### config.mk
export PLATFORM = sky130hd
export DESIGN_NAME = pm_sensor_frame_parser_aqi_core
export DESIGN_NICKNAME = d
export VERILOG_FILES = /design/src/sv/pmaqi_pkg.sv /design/src/sv/pmaqi_datapath.sv /design/src/sv/pmaqi_ctrl.sv /design/src/sv/pm_sensor_frame_parser_aqi_core.sv
export SDC_FILE = /design/constraint.sdc
export NUM_CORES = 1
export LEC_CHECK = 0
export BUFFER_PORTS_ARGS = -buffer_cell sky130_fd_sc_hd__buf_2
export CORE_MARGIN = 4
export CORE_UTILIZATION = 55
export DETAILED_ROUTE_END_ITERATION = 6
export HOLD_SLACK_MARGIN = 0.06
export PLACE_DENSITY = 0.76
export SETUP_SLACK_MARGIN = 0.02
export SLEW_MARGIN = 15
export SYNTH_ARGS = -nofsm -noshare
export SYNTH_HDL_FRONTEND = slang
export SYNTH_HIERARCHICAL = 1
export SYNTH_SLANG_ARGS = --single-unit
### constraint.sdc
create_clock -name clock -period 5.35 [get_ports clock]
set_clock_uncertainty 0.15 [all_clocks]
set_input_delay 0 -clock clock [delete_from_list [all_inputs] [get_ports clock]]
set_output_delay 0 -clock clock [all_outputs]
set_load 0.02 [all_outputs]
### src/sv/pmaqi_pkg.sv
// Shared types, constants and AQI segment tables for the particulate frame parser.
package pmaqi_pkg;

   localparam logic [7:0]  START_A    = 8'h42;
   localparam logic [7:0]  START_B    = 8'h4D;
   localparam logic [15:0] LEN_WORD   = 16'd28;
   localparam logic [8:0]  AQI_CAP    = 9'd500;
   localparam logic [19:0] CONC_MAX   = 20'd5004;

   localparam logic [4:0]  POS_LEN_HI = 5'd2;
   localparam logic [4:0]  POS_LEN_LO = 5'd3;
   localparam logic [4:0]  POS_PM1_HI = 5'd4;
   localparam logic [4:0]  POS_PM1_LO = 5'd5;
   localparam logic [4:0]  POS_PM25_HI = 5'd6;
   localparam logic [4:0]  POS_PM25_LO = 5'd7;
   localparam logic [4:0]  POS_PM10_HI = 5'd8;
   localparam logic [4:0]  POS_PM10_LO = 5'd9;
   localparam logic [4:0]  POS_SUM_HI = 5'd30;
   localparam logic [4:0]  POS_SUM_LO = 5'd31;

   localparam int          SEG_COUNT  = 7;
   localparam int          NUM_W      = 18;
   localparam int          DEN_W      = 11;
   localparam int          DIV_STEPS  = NUM_W;
   localparam int          CNT_W      = $clog2(DIV_STEPS);

   localparam logic [12:0] SEG_C_LO [SEG_COUNT] =
      '{13'd0, 13'd121, 13'd355, 13'd555, 13'd1505, 13'd2505, 13'd3505};
   localparam logic [12:0] SEG_C_HI [SEG_COUNT] =
      '{13'd120, 13'd354, 13'd554, 13'd1504, 13'd2504, 13'd3504, 13'd5004};
   localparam logic [8:0]  SEG_I_LO [SEG_COUNT] =
      '{9'd0, 9'd51, 9'd101, 9'd151, 9'd201, 9'd301, 9'd401};
   localparam logic [6:0]  SEG_SPAN [SEG_COUNT] =
      '{7'd50, 7'd49, 7'd49, 7'd49, 7'd99, 7'd99, 7'd99};
   localparam logic [10:0] SEG_DEN  [SEG_COUNT] =
      '{11'd120, 11'd233, 11'd199, 11'd949, 11'd999, 11'd999, 11'd1499};

   localparam logic [2:0]  CAT_GOOD        = 3'd0;
   localparam logic [2:0]  CAT_MODERATE    = 3'd1;
   localparam logic [2:0]  CAT_SENSITIVE   = 3'd2;
   localparam logic [2:0]  CAT_UNHEALTHY   = 3'd3;
   localparam logic [2:0]  CAT_VERY_UNHLTH = 3'd4;
   localparam logic [2:0]  CAT_HAZARDOUS   = 3'd5;

   localparam logic        STATUS_OK  = 1'b0;
   localparam logic        STATUS_BAD = 1'b1;

   typedef struct packed {
      logic       accept;
      logic       in_frame;
      logic [4:0] pos;
      logic       sum_init;
      logic       aq_seg;
      logic       aq_mul;
      logic       aq_div;
      logic       aq_fin;
      logic       rsp_load;
   } pmaqi_cmd_type;

   typedef struct packed {
      logic is_start_a;
      logic is_start_b;
      logic len_ok;
   } pmaqi_sts_type;

   function automatic logic [2:0] aqi_category(input logic [8:0] aqi);
      logic [2:0] cat;
      if (aqi <= 9'd50) cat = CAT_GOOD;
      else if (aqi <= 9'd100) cat = CAT_MODERATE;
      else if (aqi <= 9'd150) cat = CAT_SENSITIVE;
      else if (aqi <= 9'd200) cat = CAT_UNHEALTHY;
      else if (aqi <= 9'd300) cat = CAT_VERY_UNHLTH;
      else cat = CAT_HAZARDOUS;
      return cat;
   endfunction

endpackage

### src/sv/pmaqi_datapath.sv
// Datapath: checksum, PM word capture, AQI interpolation unit and result registers.
module pmaqi_datapath (
   input  logic                    clock,
   input  logic [7:0]              rx_byte,
   input  pmaqi_pkg::pmaqi_cmd_type cmd,
   output pmaqi_pkg::pmaqi_sts_type sts,
   output logic                    frame_status,
   output logic [15:0]             pm1_value,
   output logic [15:0]             pm25_value,
   output logic [15:0]             pm10_value,
   output logic [8:0]              aqi_index,
   output logic [2:0]              aqi_category
);
   import pmaqi_pkg::*;

   logic [15:0]      sum_ff, sum_in;
   logic [7:0]       len_hi_ff, len_hi_in;
   logic [7:0]       chk_hi_ff, chk_hi_in;
   logic [15:0]      pm1_ff, pm1_in;
   logic [15:0]      pm25_ff, pm25_in;
   logic [15:0]      pm10_ff, pm10_in;

   logic [DEN_W-1:0] diff_ff, diff_in;
   logic [DEN_W-1:0] den_ff, den_in;
   logic [6:0]       span_ff, span_in;
   logic [8:0]       ilo_ff, ilo_in;
   logic             sat_ff, sat_in;
   logic [NUM_W-1:0] num_ff, num_in;
   logic [DEN_W-1:0] rem_ff, rem_in;
   logic [8:0]       aqi_ff, aqi_in;
   logic [2:0]       cat_ff, cat_in;

   logic             status_ff, status_in;
   logic [15:0]      out_pm1_ff, out_pm1_in;
   logic [15:0]      out_pm25_ff, out_pm25_in;
   logic [15:0]      out_pm10_ff, out_pm10_in;
   logic [8:0]       out_aqi_ff, out_aqi_in;
   logic [2:0]       out_cat_ff, out_cat_in;

   logic [19:0]      conc;
   logic [2:0]       sel;
   logic [19:0]      conc_off;
   logic [DEN_W:0]   trial;
   logic             qbit;
   logic             chk_ok;
   logic             frame_acc;

   assign frame_acc = cmd.accept && cmd.in_frame;
   assign chk_ok    = ({chk_hi_ff, rx_byte} == sum_ff);

   assign sts.is_start_a = (rx_byte == START_A);
   assign sts.is_start_b = (rx_byte == START_B);
   assign sts.len_ok     = ({len_hi_ff, rx_byte} == LEN_WORD);

   // byte capture and running checksum
   always_comb begin
      sum_in    = sum_ff;
      len_hi_in = len_hi_ff;
      chk_hi_in = chk_hi_ff;
      pm1_in    = pm1_ff;
      pm25_in   = pm25_ff;
      pm10_in   = pm10_ff;
      if (cmd.sum_init) begin
         sum_in = 16'(START_A) + 16'(START_B);
      end
      if (frame_acc) begin
         if (cmd.pos < POS_SUM_HI) begin
            sum_in = sum_ff + 16'(rx_byte);
         end
         case (cmd.pos)
            POS_LEN_HI:  len_hi_in = rx_byte;
            POS_PM1_HI:  pm1_in    = {rx_byte, 8'h00};
            POS_PM1_LO:  pm1_in    = {pm1_ff[15:8], rx_byte};
            POS_PM25_HI: pm25_in   = {rx_byte, 8'h00};
            POS_PM25_LO: pm25_in   = {pm25_ff[15:8], rx_byte};
            POS_PM10_HI: pm10_in   = {rx_byte, 8'h00};
            POS_PM10_LO: pm10_in   = {pm10_ff[15:8], rx_byte};
            POS_SUM_HI:  chk_hi_in = rx_byte;
            default: ;
         endcase
      end
   end

   // segment lookup on PM2.5 in tenths
   always_comb begin
      conc = {1'b0, pm25_ff, 3'b000} + {3'b000, pm25_ff, 1'b0};
      sel  = 3'd0;
      for (int k = SEG_COUNT - 1; k >= 0; k--) begin
         if (conc <= {7'd0, SEG_C_HI[k]}) sel = 3'(k);
      end
      conc_off = conc - {7'd0, SEG_C_LO[sel]};
   end

   // AQI unit: segment, multiply, restoring divide, offset
   always_comb begin
      diff_in = diff_ff;
      den_in  = den_ff;
      span_in = span_ff;
      ilo_in  = ilo_ff;
      sat_in  = sat_ff;
      num_in  = num_ff;
      rem_in  = rem_ff;
      aqi_in  = aqi_ff;
      cat_in  = cat_ff;
      trial   = {rem_ff, num_ff[NUM_W-1]};
      qbit    = (trial >= {1'b0, den_ff});
      if (cmd.aq_seg) begin
         diff_in = conc_off[DEN_W-1:0];
         den_in  = SEG_DEN[sel];
         span_in = SEG_SPAN[sel];
         ilo_in  = SEG_I_LO[sel];
         sat_in  = (conc > CONC_MAX);
      end
      if (cmd.aq_mul) begin
         num_in = NUM_W'(span_ff * diff_ff);
         rem_in = '0;
      end
      if (cmd.aq_div) begin
         rem_in = qbit ? DEN_W'(trial - {1'b0, den_ff}) : trial[DEN_W-1:0];
         num_in = {num_ff[NUM_W-2:0], qbit};
      end
      if (cmd.aq_fin) begin
         aqi_in = sat_ff ? AQI_CAP : (num_ff[8:0] + ilo_ff);
         cat_in = pmaqi_pkg::aqi_category(aqi_in);
      end
   end

   // result registers
   always_comb begin
      status_in   = status_ff;
      out_pm1_in  = out_pm1_ff;
      out_pm25_in = out_pm25_ff;
      out_pm10_in = out_pm10_ff;
      out_aqi_in  = out_aqi_ff;
      out_cat_in  = out_cat_ff;
      if (cmd.rsp_load) begin
         if (chk_ok) begin
            status_in   = STATUS_OK;
            out_pm1_in  = pm1_ff;
            out_pm25_in = pm25_ff;
            out_pm10_in = pm10_ff;
            out_aqi_in  = aqi_ff;
            out_cat_in  = cat_ff;
         end else begin
            status_in   = STATUS_BAD;
            out_pm1_in  = '0;
            out_pm25_in = '0;
            out_pm10_in = '0;
            out_aqi_in  = '0;
            out_cat_in  = CAT_GOOD;
         end
      end
   end

   always_ff @(posedge clock) begin
      sum_ff      <= sum_in;
      len_hi_ff   <= len_hi_in;
      chk_hi_ff   <= chk_hi_in;
      pm1_ff      <= pm1_in;
      pm25_ff     <= pm25_in;
      pm10_ff     <= pm10_in;
      diff_ff     <= diff_in;
      den_ff      <= den_in;
      span_ff     <= span_in;
      ilo_ff      <= ilo_in;
      sat_ff      <= sat_in;
      num_ff      <= num_in;
      rem_ff      <= rem_in;
      aqi_ff      <= aqi_in;
      cat_ff      <= cat_in;
      status_ff   <= status_in;
      out_pm1_ff  <= out_pm1_in;
      out_pm25_ff <= out_pm25_in;
      out_pm10_ff <= out_pm10_in;
      out_aqi_ff  <= out_aqi_in;
      out_cat_ff  <= out_cat_in;
   end

   assign frame_status = status_ff;
   assign pm1_value    = out_pm1_ff;
   assign pm25_value   = out_pm25_ff;
   assign pm10_value   = out_pm10_ff;
   assign aqi_index    = out_aqi_ff;
   assign aqi_category = out_cat_ff;

endmodule

### src/sv/pmaqi_ctrl.sv
// Controller: frame hunt/position tracking, AQI sequencer and handshake control.
module pmaqi_ctrl (
   input  logic                     clock,
   input  logic                     reset,
   input  logic                     req_valid,
   output logic                     req_stall,
   output logic                     rsp_valid,
   input  logic                     rsp_stall,
   input  pmaqi_pkg::pmaqi_sts_type sts,
   output pmaqi_pkg::pmaqi_cmd_type cmd
);
   import pmaqi_pkg::*;

   localparam logic       FRM_HUNT = 1'b0;
   localparam logic       FRM_DATA = 1'b1;

   localparam logic [2:0] AQ_IDLE = 3'd0;
   localparam logic [2:0] AQ_SEG  = 3'd1;
   localparam logic [2:0] AQ_MUL  = 3'd2;
   localparam logic [2:0] AQ_DIV  = 3'd3;
   localparam logic [2:0] AQ_FIN  = 3'd4;

   logic             frm_ff, frm_in;
   logic [4:0]       pos_ff, pos_in;
   logic [2:0]       aq_ff, aq_in;
   logic [CNT_W-1:0] cnt_ff, cnt_in;
   logic             rsp_valid_ff, rsp_valid_in;

   logic             accept;
   logic             aq_busy;
   logic             slot_busy;
   logic             eop_acc;
   logic             aq_start;
   logic             in_frame;

   assign in_frame  = (frm_ff == FRM_DATA);
   assign aq_busy   = (aq_ff != AQ_IDLE);
   assign slot_busy = rsp_valid_ff && rsp_stall;
   assign req_stall = in_frame && (((pos_ff == POS_SUM_LO) && (aq_busy || slot_busy)) ||
                                   ((pos_ff == POS_PM25_LO) && aq_busy));
   assign accept    = req_valid && !req_stall;
   assign eop_acc   = accept && in_frame && (pos_ff == POS_SUM_LO);
   assign aq_start  = accept && in_frame && (pos_ff == POS_PM25_LO);

   always_comb begin
      frm_in = frm_ff;
      pos_in = pos_ff;
      if (accept) begin
         case (frm_ff)
            FRM_HUNT: begin
               if ((pos_ff == 5'd1) && sts.is_start_b) begin
                  frm_in = FRM_DATA;
                  pos_in = POS_LEN_HI;
               end else begin
                  pos_in = sts.is_start_a ? 5'd1 : 5'd0;
               end
            end
            FRM_DATA: begin
               if ((pos_ff == POS_LEN_LO) && !sts.len_ok) begin
                  frm_in = FRM_HUNT;
                  pos_in = sts.is_start_a ? 5'd1 : 5'd0;
               end else if (pos_ff == POS_SUM_LO) begin
                  frm_in = FRM_HUNT;
                  pos_in = 5'd0;
               end else begin
                  pos_in = pos_ff + 5'd1;
               end
            end
            default: begin
               frm_in = FRM_HUNT;
               pos_in = 5'd0;
            end
         endcase
      end
   end

   always_comb begin
      aq_in  = aq_ff;
      cnt_in = cnt_ff;
      case (aq_ff)
         AQ_IDLE: if (aq_start) aq_in = AQ_SEG;
         AQ_SEG:  aq_in = AQ_MUL;
         AQ_MUL: begin
            aq_in  = AQ_DIV;
            cnt_in = CNT_W'(DIV_STEPS - 1);
         end
         AQ_DIV: begin
            if (cnt_ff == '0) aq_in = AQ_FIN;
            else cnt_in = cnt_ff - CNT_W'(1);
         end
         AQ_FIN:  aq_in = AQ_IDLE;
         default: aq_in = AQ_IDLE;
      endcase
   end

   assign rsp_valid_in = eop_acc || slot_busy;

   always_ff @(posedge clock) begin
      if (reset) begin
         frm_ff       <= FRM_HUNT;
         pos_ff       <= 5'd0;
         aq_ff        <= AQ_IDLE;
         cnt_ff       <= '0;
         rsp_valid_ff <= 1'b0;
      end else begin
         frm_ff       <= frm_in;
         pos_ff       <= pos_in;
         aq_ff        <= aq_in;
         cnt_ff       <= cnt_in;
         rsp_valid_ff <= rsp_valid_in;
      end
   end

   assign rsp_valid     = rsp_valid_ff;
   assign cmd.accept    = accept;
   assign cmd.in_frame  = in_frame;
   assign cmd.pos       = pos_ff;
   assign cmd.sum_init  = accept && !in_frame && (pos_ff == 5'd1) && sts.is_start_b;
   assign cmd.aq_seg    = (aq_ff == AQ_SEG);
   assign cmd.aq_mul    = (aq_ff == AQ_MUL);
   assign cmd.aq_div    = (aq_ff == AQ_DIV);
   assign cmd.aq_fin    = (aq_ff == AQ_FIN);
   assign cmd.rsp_load  = eop_acc;

   a_eop_aqi_ready: assert property (@(posedge clock) disable iff (reset)
      eop_acc |-> (aq_ff == AQ_IDLE))
      else $error("frame end taken while AQI unit busy");

   a_hunt_pos: assert property (@(posedge clock) disable iff (reset)
      (frm_ff == FRM_HUNT) |-> (pos_ff <= 5'd1))
      else $error("hunt position out of range");

   a_seg_to_mul: assert property (@(posedge clock) disable iff (reset)
      (aq_ff == AQ_SEG) |=> (aq_ff == AQ_MUL))
      else $error("AQI sequencer skipped multiply");

   a_rsp_source: assert property (@(posedge clock) disable iff (reset)
      $rose(rsp_valid_ff) |-> $past(eop_acc))
      else $error("result raised without frame end");

endmodule

### src/sv/pm_sensor_frame_parser_aqi_core.sv
// Top level of the particulate sensor frame parser with EPA AQI.
// Takes one serial byte per transaction, one per cycle while not stalled. Frames start with 0x42 0x4D,
// carry a length word of 28 and end at byte 31 with a checksum; each completed frame gives
// one result transaction (status ok with PM1.0/PM2.5/PM10, AQI and category, or status bad).
// A bad length word drops back to hunting with no result. The AQI unit starts when the
// PM2.5 low byte (byte 7) is taken and runs segment lookup, multiply, restoring divide and
// offset in that order; the last frame byte is held off until it is finished and until the
// result register is free.
module pm_sensor_frame_parser_aqi_core (
   input  logic        clock,
   input  logic        reset,
   input  logic        req_valid,
   output logic        req_stall,
   input  logic [7:0]  req_rx_byte,
   output logic        rsp_valid,
   input  logic        rsp_stall,
   output logic        rsp_frame_status,
   output logic [15:0] rsp_pm1_value,
   output logic [15:0] rsp_pm25_value,
   output logic [15:0] rsp_pm10_value,
   output logic [8:0]  rsp_aqi_index,
   output logic [2:0]  rsp_aqi_category
);
   import pmaqi_pkg::*;

   pmaqi_cmd_type cmd;
   pmaqi_sts_type sts;

   pmaqi_ctrl u_ctrl (
      .clock     (clock),
      .reset     (reset),
      .req_valid (req_valid),
      .req_stall (req_stall),
      .rsp_valid (rsp_valid),
      .rsp_stall (rsp_stall),
      .sts       (sts),
      .cmd       (cmd)
   );

   pmaqi_datapath u_datapath (
      .clock        (clock),
      .rx_byte      (req_rx_byte),
      .cmd          (cmd),
      .sts          (sts),
      .frame_status (rsp_frame_status),
      .pm1_value    (rsp_pm1_value),
      .pm25_value   (rsp_pm25_value),
      .pm10_value   (rsp_pm10_value),
      .aqi_index    (rsp_aqi_index),
      .aqi_category (rsp_aqi_category)
   );

endmodule

==> metrics, run 1 <==
FP Rows 57; Via-to-Cell Ratio 5.66; DP Wirelength 20.0 mm; Buf+Inv Stages, Crit Path 1; required time worst endpoint 5480 ps; crit share post-route 96.4%; Area growth, synth to finish 14.3%; PD cells 235 nW/um^2; arrival time of the worst setup path 5290 ps; Detailed Routing Iterations Pass 1 5; CTS tree built; Place WS -53.5 ps; maximum vdd ir drop 0.187 mV; Mapped Nets 1409; fill cell total of the finished layout 1874; vias in the first global route 9540; Seq/Total Area, Yosys 47.9%; total I/O pin count 75; total number of H-tree levels 1; routability cong. 0.850; Yosys Warn Count 6; max-cap violation count 0; Slew HR 24.5%; slowest CP cell edfxtp_1; Synth Area in Adders 13.6%; Mapped Cells 1264; clk buf depth 3; ratio of cells with drive above 1 in the final layout 14.7%; ranking of synthesized cells by area edfxtp_1 (43%), ha_1 (9.6%), and2_1 (5.6%), dfxtp_1 (4.5%), fa_1 (3.9%); Post-route DRC 0; Clock Latency Late Sink 550 ps; critical path fanouts, max 4; Initial Util 56.2%; CP Launch Type register; WL/cell 16.6 um; Main synth FF type edfxtp_1; Clock Pin Slew Worst Setup and Hold Paths 60 ps; final setup violating endpoints 0; largest net degree at the start of global routing 60; HP Class input port to register; total global-route track usage 20.3%; top cell type's share of synthesized area 43.4%; number of flops mapped to enable cells by yosys 199; WL final 28.5 mm; RSZ-0062 raised after global routing yes; Simple-Gate Fraction of Synth Area 17.4%; count of state elements after synthesis 230; port bufs 74; DIE HEIGHT 166 um; initial antenna violation count 0; Yosys cell types 86; core area 24500 um^2; die area 27600 um^2; Synth async-reset ratio 0%; Setup Total Neg Slack 0 ps; hold path depth 2; Crit path top cell by count xnor2_1; worst-margin pin slew 1130 ps; Mapped Area 13800 um^2; Worst R2R Path Depth 24; count of final hold-check violations 0; total gr overflow 0; status finished, final reports clean; post-synthesis mux area share 0.618%; Leak 6.17 nW; Yosys top cell by area edfxtp_1; total power 3.69 mW; CP peak stage delay 440 ps; xor and xnor area share after synthesis 3.25%; clock sinks 230; Crit path max-delay family compound AO/OA/AOI/OAI gates; Vias 9753; Crit path depth 24; DRT iter0 DRCs 818; hold slack final 118 ps; Die Wd 166 um; Max Fclk 194 MHz; Final ANT Viol Nets 0; min Tclk post-route 5160 ps; CP Class register to register; max-slew violations 0; clk root buf clkbuf_16; cell breakdown of the critical path ha_4, inv_2, fa_2, and2b_2, o311ai_4, a21oi_1, xnor2_1, or3_1, and3_1, a22o_1, o21ai_2, ha_2, a21oi_1, ha_1, o21a_1, o21a_1, o21ai_2, a21boi_2, o21ai_1, nand2b_1, a21o_1, a21oi_2, xnor2_1, xnor2_1; Syn Area/Cell 10.9 um^2; first-pass GRT wire length 47.4 mm; Final WS setup 193 ps; combinational family with the most area after synthesis simple AND/OR/NAND/NOR gates; CP endpoint kind register; number of nets in the layout 1522; TritonCTS buffer count 26; post-synthesis compound-gate area fraction 13.4%
[worst reg2reg max path: stages (launching register included)]
cell and delay [ps]:
edfxtp_1 440, ha_4 210, inv_2 60, fa_2 210, and2b_2 240, o311ai_4 290
a21oi_1 120, xnor2_1 160, or3_1 400, and3_1 160, a22o_1 250, o21ai_2 230
ha_2 220, a21oi_1 80, ha_1 340, o21a_1 130, o21a_1 190, o21ai_2 180
a21boi_2 80, o21ai_1 130, nand2b_1 90, a21o_1 170, a21oi_2 130, xnor2_1 90
xnor2_1 140
[stage by stage]
stage | instances | util (%) | area (um^2)
floorplan | 1264 | - | 13800
detailed placement | 1651 | 59.7 | 14600
global route | 1721 | 64.2 | 15700
finish | 1722 | 64.3 | 15700
CTS | 1712 | 63.7 | 15600
global placement | 1651 | 59.7 | 14600
[worst paths after layout]
path                    startpoint  slack [ps]                       to
max          u_datapath/pm25_ff[2]         190   u_datapath/diff_ff[10]
max reg2reg  u_datapath/pm25_ff[2]         190   u_datapath/diff_ff[10]
min reg2reg       u_ctrl/cnt_ff[4]         340         u_ctrl/cnt_ff[4]
min                 req_rx_byte[1]         120  u_datapath/chk_hi_ff[1]
[state kept, by name, summed over array words and instances, names as in the netlist, 5 cells and up]
signal                 cells
u_datapath/rem_ff         11
u_ctrl/pos_ff              5
u_datapath/len_hi_ff       8
u_datapath/diff_ff        11
u_datapath/num_ff         18
u_datapath/ilo_ff          9
u_datapath/pm1_ff         16
u_datapath/pm25_value     16
u_datapath/aqi_index       9
u_datapath/aqi_ff          9
u_datapath/den_ff          9
u_datapath/sum_ff         16
u_datapath/pm10_value     16
u_datapath/pm25_ff        16
u_datapath/chk_hi_ff       8
u_ctrl/cnt_ff              5
u_datapath/pm1_value      16
u_datapath/pm10_ff        16
[layout by cell type, fill, tap and decap left out, types with 12 or more instances in the layout]
| cell type | n |
|---|---|
| dlygate4sd3_1 | 13 |
| o21a_1 | 12 |
| and3_1 | 14 |
| nor2_1 | 69 |
| dfxtp_1 | 31 |
| nor3_1 | 35 |
| buf_4 | 34 |
| edfxtp_1 | 199 |
| a21o_1 | 17 |
| a211oi_1 | 13 |
| xor2_1 | 15 |
| o21ai_0 | 66 |
| buf_2 | 74 |
| ha_1 | 104 |
| a21oi_1 | 54 |
| nor2b_1 | 24 |
| and2_1 | 123 |
| xnor2_1 | 34 |
| nand2_1 | 70 |
| fa_1 | 25 |
| inv_1 | 91 |
| nand3_1 | 20 |
| clkbuf_16 | 26 |
[routing by layer]
layer,share of wire (%),vias to the layer above,global-route usage [%]
li1,-,4826,-
met3,4.9,32,2.67
met4,1.2,0,3.66
met1,47,4677,29.4
met5,0,-,0
met2,47,218,33.5
[area by class of cell]
type	count	area, um^2	share of cell area (%)
Clock inverter	15	135	0.860
Sequential cell	230	6600	42.0
Multi-Input combinational cell	901	6750	43.0
Tap cell	324	405	2.58
Inverter	97	364	2.32
Antenna cell	1	2.50	0.0159
Timing Repair Buffer	121	756	4.81
Clock buffer	33	707	4.50
[synth_stat cells, types with 4 or more instances]
library cell / number
a211o_1: 7
fa_1: 27
xor2_1: 16
a21oi_1: 56
o211ai_1: 5
buf_4: 4
nor4b_1: 8
nor4_1: 13
nor3_1: 35
clkbuf_1: 27
nand3_1: 20
and2_1: 123
a211oi_1: 13
a31oi_1: 10
nor2b_1: 24
o31ai_1: 8
or2_2: 6
a21o_1: 17
nand4_1: 11
nand2_1: 71
o31a_1: 5
o21a_1: 12
ha_1: 106
edfxtp_1: 199
o21ai_0: 69
and3_1: 14
nor3b_1: 7
inv_1: 94
nand2b_1: 11
xnor2_1: 35
mux2_2: 4
mux2i_1: 4
or3_1: 4
nor2_1: 71
o21bai_1: 11
a21boi_0: 11
dfxtp_1: 31
[cells by family (layout without fill, tap and decap cells)]
logic type / Yosys count / after routing
compound gates: 273 / 273
flops: 230 / 230
fa+ha+maj: 133 / 133
buf+inv: 133 / 266
mux: 8 / 8
xor+xnor: 51 / 51
simple gates: 436 / 436
other cells: 0 / 1
[report_power, final]
part           total, mW  internal, mW  switching (mW)  leakage [nW]
clock network       1.71         0.990           0.717         0.404
registers           1.93          1.93         0.00274          2.03
logic             0.0521        0.0211          0.0310          3.74
total               3.69          2.94           0.750          6.17
[what timing repair did]
item | CTS | global route
buffers inserted | 0 | 9
hold buffers | 13 | 0
endpoints found under the hold margin | 85 | 0
gates resized for setup | 4 | 22
pin swaps | 1 | 14
endpoints found under the setup margin | 1 | 6
No activity file was read; power rests on OpenSTA's default activity.
==> run 2: changes to the inputs <==
--- a/config.mk
+++ b/config.mk
@@ -10,7 +10,7 @@
 export CORE_UTILIZATION = 55
 export DETAILED_ROUTE_END_ITERATION = 6
 export HOLD_SLACK_MARGIN = 0.06
-export PLACE_DENSITY = 0.76
+export PLACE_DENSITY = 0.73
 export SETUP_SLACK_MARGIN = 0.02
 export SLEW_MARGIN = 15
 export SYNTH_ARGS = -nofsm -noshare
==> constraint.sdc (replaced) <==
create_clock -name clock -period 6.5 [get_ports clock]
set_clock_uncertainty 0.15 [all_clocks]
set_input_delay 0 -clock clock [delete_from_list [all_inputs] [get_ports clock]]
set_output_delay 0 -clock clock [all_outputs]
set_load 0.02 [all_outputs]
==> metrics, run 2 (synthesis gave the netlist of run 1 again) <==
total power 3.20 mW (-13%); max-slew violations 0 (unchanged); initial antenna violation count 1 (+1); clock sinks 230 (unchanged); ratio of cells with drive above 1 in the final layout 11.9% (-2.8 points); most frequent cells in the layout edfxtp_1 (199), and2_1 (123), ha_1 (106); status finished, final reports clean; clk root buf clkbuf_16; Area growth, synth to finish 13.0%; Via-to-Cell Ratio 5.74 (+1.4%); FP Rows 57 (unchanged); final setup violating endpoints 0 (unchanged); required time worst endpoint 6620 ps (+1140 ps); crit share post-route 92.7% (-3.7 points); HP Class input port to register; number of nets in the layout 1498 (-1.6%); WL/cell 16.9 um (+1.8%); CP Launch Type register; total number of H-tree levels 1 (unchanged); CP endpoint kind register; first-pass GRT wire length 47.7 mm (+0.76%); PD cells 206 nW/um^2 (-12%); Max Fclk 166 MHz (-14%); WL final 28.6 mm (+0.21%); largest net degree at the start of global routing 61 (+1.7%); final instance area 15500 um^2 (-1.1%); TritonCTS buffer count 26 (unchanged); CTS tree built; arrival time of the worst setup path 6150 ps (+860 ps); Setup Total Neg Slack 0 ps (unchanged); max-cap violation count 0 (unchanged); total gr overflow 0 (unchanged); Initial Util 56.2% (unchanged); Slew HR 21.0% (-3.5 points); final core utilization 63.6% (-0.70 points); DRT iter0 DRCs 840 (+2.7%); core area 24500 um^2 (unchanged); Clock Pin Slew Worst Setup and Hold Paths 60 ps (about the same); total global-route track usage 20.5% (+0.18 points); Detailed Routing Iterations Pass 1 5 (unchanged); largest reg by FF count u_datapath/num_ff; maximum vdd ir drop 0.164 mV (-12%); Final WS setup 475 ps (+283 ps); routability cong. 0.880 (+3.6%); Final ANT Viol Nets 0 (unchanged); CP Class register to register; Clock Latency Late Sink 530 ps (-20 ps); Die Wd 166 um (unchanged); fill cell total of the finished layout 1898 (+1.3%); DP Wirelength 19.8 mm (-0.98%); die area 27600 um^2 (unchanged); most common cell after layout, fill and taps aside edfxtp_1; clk buf depth 3 (unchanged); Post-route DRC 0 (unchanged); placed cell area 14500 um^2 (-0.88%); Leak 6.09 nW (-1.2%); critical path fanouts, max 11 (+7); total I/O pin count 75 (unchanged); Place WS 530 ps (+584 ps); Vias 9733 (-0.21%); count of final hold-check violations 0 (unchanged); worst-margin pin slew 1180 ps (+52.7 ps); DIE HEIGHT 166 um (unchanged); RSZ-0062 raised after global routing no; port bufs 74 (unchanged); vias in the first global route 9620 (+0.84%); max reg flops 18 (unchanged); min Tclk post-route 6020 ps (+867 ps)
run 2: worst paths after layout:
kind,to,from,slack (ps),depth (start not counted)
worst min register to register,u_datapath/sum_ff[5],u_datapath/sum_ff[5],340,2
worst min-delay path,u_datapath/len_hi_ff[1],req_rx_byte[1],130,2
worst max-delay path,u_datapath/diff_ff[10],u_datapath/pm25_ff[0],480,24
worst max register to register,u_datapath/diff_ff[10],u_datapath/pm25_ff[0],480,24
run 2: through the flow:
stage               std cells  hold WS (ps)
floorplan                1264         -77.9
global placement         1635           127
detailed placement       1635           122
CTS                      1693           117
global route             1694           133
finish                   1695           127
run 2: layout make-up:
type	count	area (um^2)	area share, %
inverters	97	364	2.34
clock buffers	29	662	4.26
repair buffers	97	576	3.70
multi-input cells	901	6690	43.0
well taps	324	405	2.61
flip-flops and latches	230	6600	42.4
clock inverters	16	250	1.61
diodes	1	2.50	0.0161
run 2: power by group:
part           leakage [nW]  internal (mW)  total, mW  switching (mW)
Combinational          3.62         0.0173     0.0429          0.0257
Sequential             2.03           1.59       1.59         0.00232
Clock                 0.442          0.972       1.57           0.597
Total                  6.09           2.57       3.20           0.625
run 2: critical path, cell delays in order, from the launching register on:
cell and delay, ps:
edfxtp_1 510, ha_1 290, inv_1 80, fa_1 400, and2b_1 260, o311ai_2 110
a211o_1 340, a32oi_1 210, nand4b_1 160, nor4_4 480, buf_4 210, nand3_1 90
inv_1 280, nor3_1 130, fa_1 440, o21a_1 200, o21a_1 180, o21ai_0 210
a21boi_0 140, o21ai_0 160, nand2b_1 110, a21o_1 180, a21oi_1 170, xnor2_1 100
xnor2_1 160
run 2: repair_timing:
| action | in CTS | in global routing |
|---|---|---|
| resized for setup | 0 | 3 |
| buffers inserted | 0 | 1 |
| endpoints found under the setup margin | 0 | 1 |
| endpoints found under the hold margin | 84 | 0 |
| hold buffers | 13 | 0 |
run 2: metal layers:
layer,GRT usage (%),up-vias,part of all wire [%]
li1,-,4781,-
met1,28.4,4674,46
met2,34.7,231,47
met3,2.79,45,5.0
met4,4.48,2,1.7
met5,0,-,0.021
